## src/hw/rtl/hte_div.sv

```systemverilog
// Module: restoring divider, one quotient bit per cycle, truncating signed.
module hte_div (
  input  logic               clk,
  input  logic               rst,
  input  logic               start,
  input  logic signed [63:0] num,
  input  logic signed [31:0] den,
  output logic               busy,
  output logic signed [63:0] quo
);
  logic [63:0] q;
  logic [64:0] r;
  logic [31:0] d;
  logic        neg;
  logic [6:0]  cnt;
  logic [64:0] trial;

  assign trial = {r[63:0], q[63]} - {33'd0, d};
  assign quo = neg ? -$signed(q) : $signed(q);

  always_ff @(posedge clk) begin
    if (rst) begin
      busy <= 1'b0;
      cnt  <= '0;
    end else if (start) begin
      busy <= 1'b1;
      cnt  <= 7'd64;
      q    <= num[63] ? 64'(-num) : num;
      r    <= '0;
      d    <= den[31] ? 32'(-den) : den;
      neg  <= num[63] ^ den[31];
    end else if (busy) begin
      if (trial[64]) begin
        r <= {r[63:0], q[63]};
        q <= {q[62:0], 1'b0};
      end else begin
        r <= trial;
        q <= {q[62:0], 1'b1};
      end
      cnt <= cnt - 7'd1;
      if (cnt == 7'd1) busy <= 1'b0;
    end
  end
endmodule

```

## config.mk

```make
export PLATFORM = sky130hd
export DESIGN_NAME = hte_div
export DESIGN_NICKNAME = d
export VERILOG_FILES = /design/src/hw/rtl/hte_div.sv
export SDC_FILE = /design/constraint.sdc
export NUM_CORES = 1
export LEC_CHECK = 0
export BUFFER_PORTS_ARGS = -buffer_cell sky130_fd_sc_hd__buf_2
export CAP_MARGIN = 20
export CORE_ASPECT_RATIO = 1.4
export CORE_MARGIN = 5
export CORE_UTILIZATION = 41
export CTS_BUF_LIST = sky130_fd_sc_hd__clkbuf_8
export CTS_CLUSTER_SIZE = 28
export DETAILED_ROUTE_END_ITERATION = 8
export GPL_TIMING_DRIVEN = 0
export REMOVE_ABC_BUFFERS = 1
export SYNTH_ARGS = -nofsm -noshare
export SYNTH_HDL_FRONTEND = slang
export SYNTH_SLANG_ARGS = --single-unit
```

## constraint.sdc

```tcl
create_clock -name clk -period 13.3 [get_ports clk]
set_input_delay 3.99 -clock clk [delete_from_list [all_inputs] [get_ports clk]]
set_output_delay 3.99 -clock clk [all_outputs]
set_load 0.02 [all_outputs]
```

==> metrics.md <==
| Metric | Value |
|---|---|
| Final min period | approximately 8700 ps |
| WL/cell | roughly 18 µm |
| Die area | ~35000 µm² |
| DIE WIDTH | about 160 µm |
| Top cell type's share of synthesized area | 0.382 |
| Layout area overhead | 13.9% |
| CTS hold repair buffers | 0 |
| Syn Area/Cell | 8.99 µm² |
| Layout Nets | between 1.5k and 2k |
| Most frequent CP cell | or4_1 |
| Worst path cell trace | or4_1 > or4_1 > nor4_1 > nand2b_1 > or4_1 > or4_4 > nand2b_4 > o41ai_2 > xnor2_1 > buf_2 |
| Final wirelength | 34.0 mm |
| Register area share after synthesis | 0.394 |
| First-pass GRT wire length | ~55 mm |
| Via count of the first global-routing pass | 10.8k |
| Share of cells above drive strength 1 | 0.161 |
| Max-slew headroom | 0.321 |
| Hpwl dp | approximately 26 mm |
| Htree depth | 4 |
| CTS tree | done |
| CP bufs+invs | 1 |
| Final Skew | between 15 and 20 ps |
| Worst Hold Class | register to register |
| Most common cell in the synthesized netlist | edfxtp_1 |
| Most common flop cell mapped by yosys | edfxtp_1 |
| Critical Path AT | around 4800 ps |
| Yosys warning count | 0 |
| Starting Density | 0.414 |
| Resized cells post-CTS | 0 |
| GP Congestion | about 0.87 |
| Clock Pin Slew Worst Setup and Hold Paths | roughly 100 ps |
| Clk sink count | between 150 and 200 |
| Overflow after GRT | 0 |
| Setup bufs post-CTS | 0 |
| Core Util, Final | 0.471 |
| Num CTS Buffers | 17 |
| Required time of the critical path | roughly 9300 ps |
| Number of enable flip-flop cells after synthesis | around 160 |
| Max-cap violations | 0 |
| DR iter-0 viols | 631 |
| Ys async rst share | 0 |
| Root Driver | clkbuf_8 |
| Period utilisation layout | 0.657 |
| Slew Viols, Final | 0 |
| Mapped cell area | 12700 µm² |
| Critical path's top delay family | simple AND/OR/NAND/NOR gates |
| Vias per cell | between 5 and 6 |
| Worst-skew pair later-pin latency | 470 ps |
| CP Class | register to output port |
| CP Launch Type | register |
| Power Dens Cells | 107 nW/µm² |
| Setup Viol. Count Final | 0 |
| Total GRT Usage | 0.197 |
| Post-synth top area cell | edfxtp_1 |
| Core ar. | 30600 µm² |
| DRT antenna net count | 0 |
| RSZ-0062 raised after global routing | false |
| Via count | around 11k |
| Largest net degree at the start of global routing | approximately 100 |
| Residual DRC count | 0 |
| Drt first pass iters | 5 |
| CP Capture Type | output port |
| Hold Slack | around 500 ps |
| Cells after Synth | 1409 |
| Leak | ~0.0052 µW |
| Io pins | 164 |
| Fillers | 3025 |
| Row cnt | 76 |
| Maximum vdd drop | around 0.083 mV |
| Yosys cell types | between 70 and 80 |
| Worst Tran Pin Value | between 1000 and 1500 ps |
| FMAX | between 0.1 and 0.15 GHz |
| Worst Path Max Fanout | 9 |
| Fin. Hold Viols | 0 |
| Chip Height | around 220 µm |
| Status | completed |
| Synth top cells by count | edfxtp_1, a21oi_1, nand2_1 |
| Leading post-synthesis cells by cell area | edfxtp_1, xnor2_1, a21oi_1, xor2_1, nand2_1 |
| Clock Tree Buf Depth | 2 |
| Number of synthesized register bits | between 150 and 200 |
| Critical-path top delay cell | or4_1 |
| Initial antenna violation count | 9 |
| CP max stage delay | between 600 and 700 ps |
| PortBufs | 163 |
## sequential cells by signal, summed over array words and instances, names as in the netlist
register	cells
q	64
r	64
d	32
cnt	7
busy	1
neg	1
## stage by stage
stage | power (µW) | cells | setup WS (ps) | setup TNS, ps | cell area, µm²
after floorplan | 964 | 1339 | 3320 | 0 | 12400
after global placement | 1100 | 1892 | -2590 | -329670 | 13700
after detailed placement | 1110 | 1900 | 5070 | 0 | 13900
after CTS | 1560 | 1932 | 4490 | 0 | 14400
after global routing | 1630 | 1935 | 4360 | 0 | 14400
final | 1550 | 1936 | 4560 | 0 | 14400
## path summary, 6_finish.rpt
check / from / endpoint / slack, ps / cells after the start
setup / recovery: q[5] / quo[63] / 4560 / 10
hold / removal: cnt[1] / cnt[1] / 500 / 2
setup reg to reg: r[51] / r[62] / 8880 / 8
hold reg to reg: cnt[1] / cnt[1] / 500 / 2
## kinds of logic after synthesis
logic type / count (synthesis) / synth area share
AOI/OAI and AO/OA: 362 / 0.177
DFF: 169 / 0.394
buffers and inverters: 121 / 0.0368
adders and majority gates: 38 / 0.0381
muxes: 8 / 0.00691
xor gates and xnor gates: 199 / 0.138
and+or+nand+nor: 512 / 0.209
## placed cells by master (no fill, tap or decap), types with 37 or more instances in the layout
master / n
nand2_1: 136
inv_1: 51
a21oi_1: 148
o31ai_1: 49
xnor2_1: 126
o21ai_0: 72
ha_1: 37
xor2_1: 73
edfxtp_1: 161
buf_2: 163
or4_1: 49
nor2_1: 129
## worst register-to-register path, delay by kind of cell, from the launching register on
family	cells	cell delay, ps
DFF	1	450
muxes	1	290
and+or+nand+nor	6	3150
AOI/OAI and AO/OA	1	300
## routing by layer
| metal | track usage | vias to the layer above | share of wire |
|---|---|---|---|
| met5 | 0 | - | 0.0021 |
| met4 | 0.0780 | 14 | 0.032 |
| met3 | 0.0518 | 71 | 0.052 |
| met2 | 0.350 | 225 | 0.52 |
| met1 | 0.221 | 5156 | 0.39 |
| li1 | - | 5429 | - |
## power breakdown
group          switching (µW)  leakage (µW)  total (µW)  internal [µW]
sequential               36.8       0.00160         673            636
combinational             254       0.00338         424            169
clock                     206      0.000231         449            243
## cell type report
type / count / area, µm² / area share
clock inverters: 15 / 246 / 0.0171
clock buffers: 17 / 234 / 0.0162
well taps: 390 / 488 / 0.0338
multi-input cells: 1119 / 7230 / 0.501
repair buffers: 173 / 1040 / 0.0721
diodes: 2 / 5.00 / 0.000347
flip-flops and latches: 169 / 4990 / 0.346
inverters: 51 / 191 / 0.0133
Note: power is estimated with default switching activity, not from simulation.
