$ cat src/hw/rtl/hte_pkg.sv
// Package: types and constants shared by the homogeneous transform engine.
package hte_pkg;

  localparam int MAX_STEPS = 30;

  typedef enum logic [3:0] {
    FN_IDENT = 4'd0,
    FN_TRANS = 4'd1,
    FN_ROTX  = 4'd2,
    FN_ROTY  = 4'd3,
    FN_ROTZ  = 4'd4,
    FN_SCALE = 4'd5,
    FN_SMUL  = 4'd6,
    FN_NEG   = 4'd7,
    FN_POINT = 4'd8
  } func_t;

  localparam logic signed [35:0] Q30_PI      = 36'sd3373259426;
  localparam logic signed [35:0] Q30_HALF_PI = 36'sd1686629713;
  localparam logic signed [35:0] Q30_TWO_PI  = 36'sd6746518852;
  localparam logic signed [35:0] Q30_GAIN    = 36'sd652032874;

  // 2*pi in Q.30 as an unsigned operand, and floor(2^64 / that) for the reduction
  localparam logic [33:0] TWO_PI_U     = 34'd6746518852;
  localparam logic [31:0] TWO_PI_RECIP = 32'(65'h1_0000_0000_0000_0000 / 65'd6746518852);

  function automatic logic signed [35:0] atan_q30(input logic [4:0] i);
    logic signed [35:0] v;
    case (i)
      5'd0: v = 36'sd843314857;
      5'd1: v = 36'sd497837829;
      5'd2: v = 36'sd263043837;
      5'd3: v = 36'sd133525159;
      5'd4: v = 36'sd67021687;
      5'd5: v = 36'sd33543516;
      5'd6: v = 36'sd16775851;
      5'd7: v = 36'sd8388437;
      5'd8: v = 36'sd4194283;
      5'd9: v = 36'sd2097149;
      default: v = 36'sd1 <<< (5'd30 - i);
    endcase
    return v;
  endfunction

  function automatic logic signed [31:0] sat32(input logic signed [79:0] v,
                                               output logic ovf);
    ovf = 1'b0;
    if (v > 80'sh7FFFFFFF) begin
      ovf = 1'b1;
      return 32'sh7FFFFFFF;
    end
    if (v < -80'sh80000000) begin
      ovf = 1'b1;
      return 32'sh80000000;
    end
    return v[31:0];
  endfunction

endpackage

$ cat src/hw/rtl/hte_mac.sv
// Module: shared multiply-accumulate unit with rounding and saturation.
module hte_mac #(
  parameter int FRAC_BITS = 16
) (
  input  logic               clk,
  input  logic               clr,
  input  logic               en,
  input  logic signed [31:0] a,
  input  logic signed [31:0] b,
  output logic signed [31:0] res,
  output logic               ovf
);
  logic signed [63:0] prod;
  logic signed [79:0] acc;
  logic signed [79:0] rnd;

  always_ff @(posedge clk) begin
    prod <= a * b;
    if (clr) acc <= '0;
    else if (en) acc <= acc + 80'(prod);
  end

  always_comb begin
    rnd = (acc + (80'sd1 <<< (FRAC_BITS - 1))) >>> FRAC_BITS;
    res = hte_pkg::sat32(rnd, ovf);
  end
endmodule

$ cat config.mk
export PLATFORM = sky130hd
export DESIGN_NAME = hte_mac
export DESIGN_NICKNAME = d
export VERILOG_FILES = /design/src/hw/rtl/hte_pkg.sv /design/src/hw/rtl/hte_mac.sv
export SDC_FILE = /design/constraint.sdc
export NUM_CORES = 2
export LEC_CHECK = 0
export ABC_AREA = 1
export BUFFER_PORTS_ARGS = -buffer_cell sky130_fd_sc_hd__buf_2
export CAP_MARGIN = 10
export CORE_MARGIN = 2
export CORE_UTILIZATION = 45
export DETAILED_ROUTE_END_ITERATION = 10
export PLACE_DENSITY_LB_ADDON = 0.12
export SKIP_CTS_REPAIR_TIMING = 1
export SYNTH_ARGS = -nofsm -noshare
export SYNTH_HDL_FRONTEND = slang
export SYNTH_SLANG_ARGS = --single-unit
$ cat constraint.sdc
create_clock -name clk -period 8.5 [get_ports clk]
set_input_delay 1.275 -clock clk [delete_from_list [all_inputs] [get_ports clk]]
set_output_delay 1.275 -clock clk [all_outputs]
set_load 0.1 [all_outputs]
==> results <==
- The clock latency of the later-clocked register in the worst-skew pair is ~0.48 ns.
- The full die area is 0.115 mm^2.
- In this run the most critical hold path is launched from acc[11].
- Between clock sinks in the finished design, the worst skew comes to between 0.02 and 0.025 ns.
- The detail route stage leaves a number of antenna-violating nets equal to 0.
- From left edge to right edge, the die measures ~340 um.
- The proportion of synthesized area in mux cells is 0%.
- The number of buffers added by the clock tree synthesis step is 17.
- The layout-stage area growth over the synthesis result is 7.78%.
- The number of remaining DRC errors is 0.
- The die height is 340 um.
- The starting density of the core is 45.2%.
- The number of enable flip-flop cells after synthesis is 0.
- Setup repair after global routing left no endpoint under its margin.
- The final cell utilization of the core is between 40% and 50%.
- The start point of the critical path is b[3].
- The number of iterations in the first detailed-routing pass is 7.
- Clock-pin slew was measured on the worst setup and hold paths at 0.07 ns.
- In this run, synthesis produced a sequential element count of around 140.
- The hold violation total from the final report is 0.
- The via count of the first global-routing pass was 46400.
- Based on the critical path, the design can be clocked at up to around 120 MHz.
- Data arrives at the worst endpoint at 8.50 ns.
- Headroom to the max-slew limit came out at 17.7%.
- The sequential area share after synthesis is about 5.7%.
- The routed design could run at a clock period as short as 8.14 ns.
- The placed wire-length estimate after detailed placement is 151000 um.
- The final max-slew violation count was 0.
- Of the post-synthesis cell area, the dominant cell type holds 42.7%.
- The cell sitting at the root of the clock tree is a clkbuf_16.
- The mapped netlist covers 0.0507 mm^2.
- The worst register-to-register path begins at acc[0].
- For the worst setup path, the data required time is 8.86 ns.
- The post-synthesis cell count is between 6000 and 7000.
- The main combinational cell family by area after synthesis is adder cells.
- The number of levels in the clock H-tree is 4.
- The worst setup path is of the in -> reg kind.
- The biggest area contributor in the post-synthesis netlist is fa_1.
- The final layout contains 8522 nets.
- The pin slew with the least headroom to its limit is roughly 1.2 ns.
- The vias after detailed routing is 43500.
- The average wire length per cell after detail routing is 19.6 um.
- The total area inside the core boundary comes to 0.112 mm^2.
- The number of max-cap violations is 0.
- The initial antenna violation count is 3.
- The final setup violation count is 0.
- Counting distinct cell types in the post-synthesis netlist gives between 40 and 50.
- The worst setup path is launched from an input pin.
- The path class of the tightest hold or removal check is reg -> reg.
- Of the total synthesized cell area, the portion taken by XOR and XNOR cells is 2.24%.
- TritonCTS built the clock tree.
- Using the TritonRoute via totals, the vias-per-cell ratio works out to 5.04.
- The buffer levels on the longest clock path is 2.
- The net count after synthesis is 8408.
- After Yosys synthesis, and, or, nand and nor cells account for between 20 and 25% of the synthesized area.
- Of the cells placed in the final design, the portion with a size suffix greater than 1 is 5.37%.
- The final worst-path cycle share is 95.7%.
- Global routing used 30.3% of the available tracks.
- The flow ran to the end, and the final reports show no timing, DRC or antenna violations.
- Sorting the synthesized cells by area gives the leading types as fa_1 (43%), inv_1 (14%), nand2_1 (13%).
- The prevailing post-synth register cell is dfxtp_1.
- At the end of routability-driven placement, the weighted congestion stood at 1.02.
- The share of the synthesized area in compound gates (AO/OA/AOI/OAI) is under 10%.
- The first-pass GRT wire length is 270000 um.
- Entering global routing, the biggest net connects 54 pins.
- The DRC violation total after the first TritonRoute iteration is 3081.
- 100 I/O pins were placed.
- The tree built by TritonCTS fans out to 144 sinks.
- The initialized floorplan defines ~120 standard-cell rows.
- In the synthesized netlist the async set-or-reset flop fraction comes to 0%.
- STA classifies the critical path endpoint as a flip-flop.
- In this run the worst path has a maximum fanout of 31.
- The final wirelength is 169000 um.
- The synthesized area divided by synthesized cell count is roughly 7.3 um^2.
- The total overflow left after global routing is 0.
- The yosys synthesis warning count is 0.
- In this run the tool buffered the top-level ports with 99 buffer cells.
- The post-synthesis share of cell area spent on full adders, half adders and majority gates is 49.2%.
==> Yosys cell counts (all sizes together) (14+ instances only) <==
library cell and instances:
a21o 23, a21oi 278, a31oi 14, clkbuf 217
dfxtp 144, fa 1083, ha 264, inv 1944
nand2 1758, nand3 142, nand4 55, nor2 583
nor3 37, o21a 14, o21ai 222, o21bai 19
xnor2 42, xor2 88
==> layout make-up <==
class	instances	area, um^2
flip-flops and latches	144	2880
well taps	1500	1880
multi-input cells	4682	39700
clock buffers	18	439
repair buffers	318	2380
clock inverters	13	113
diodes	2	5.00
inverters	1945	7300
fillers	11600	57500
==> worst max-delay path, stage by stage <==
cell and delay, ns:
buf_2 0.18, buf_4 0.38, nand2_1 0.09, inv_1 0.10, fa_1 0.44, fa_1 0.47
fa_1 0.50, inv_1 0.08, fa_1 0.55, inv_1 0.05, fa_1 0.50, inv_1 0.05
fa_1 0.61, fa_1 0.47, fa_1 0.51, inv_1 0.05, ha_1 0.39, nand2_1 0.12
nor2_1 0.23, inv_1 0.11, nor2_1 0.11, nand2_1 0.15, inv_1 0.14, nand3_1 0.19
nand3_1 0.26, a21o_1 0.18, xor2_1 0.27
==> cell families after synthesis <==
kind of cell / count (synthesis)
XOR/XNOR: 130
flip-flops: 144
buffers and inverters: 2168
adder cells (fa/ha/maj): 1347
AND/OR/NAND/NOR: 2604
AO/OA/AOI/OAI: 601
==> metrics by stage <==
| stage | hold slack (ns) | instance area (um^2) | TNS, ns | instances | worst slack (ns) |
|---|---|---|---|---|---|
| after global placement | 0.483 | 54100 | -0.351 | 8587 | -0.166 |
| after CTS | 0.526 | 54600 | 0 | 8618 | 0.257 |
| after floorplan | 0.467 | 50700 | 0 | 6994 | 0.315 |
| after detailed placement | 0.512 | 54100 | -0.792 | 8587 | -0.222 |
| final | 0.527 | 54700 | 0 | 8622 | 0.364 |
| after global routing | 0.540 | 54700 | 0 | 8622 | 0.0814 |
==> sequential cells by signal (all words and copies together), names as in the netlist <==
| signal | cells |
|---|---|
| prod | 64 |
| acc | 80 |
==> metal layers <==
| metal | GRT usage, % | part of all wire (%) | vias up |
|---|---|---|---|
| met5 | 0 | 0.0077 | - |
| met4 | 7.50 | 2.7 | 2 |
| met3 | 2.82 | 4.8 | 194 |
| met2 | 51.3 | 48 | 1119 |
| met1 | 41.9 | 45 | 21700 |
| li1 | - | - | 20400 |
==> cells in the final DEF, fill, tap and decap left out, drive strengths merged, types with 2 or more instances in the layout <==
cell         n
o21ai      222
fa        1083
and3         3
o31ai        2
and2         3
o221ai       2
o211ai      10
o21bai      19
dfxtp      144
or2         10
a21oi      278
a221oi       3
nand3      142
nand3b       3
xnor2       42
a21o        23
diode        2
buf        317
xor2        88
nor3        37
o2111ai      2
ha         264
o21a        14
nand2     1758
nor4         9
clkinv       6
inv       1947
clkbuf      19
a31oi       14
nand4       55
nor2       583
clkinvlp     4
a21boi       8
==> final timing paths <==
path                                  to  slack (ns)  cells after the start
worst min-delay path             acc[11]        0.53                      2
worst max register to register   acc[60]        4.63                     15
worst max-delay path            prod[50]        0.36                     27
worst min register to register   acc[11]        0.53                      2
Power is not shown: default switching activity piles up to over one toggle a cycle in this logic, so the estimate is an artifact.
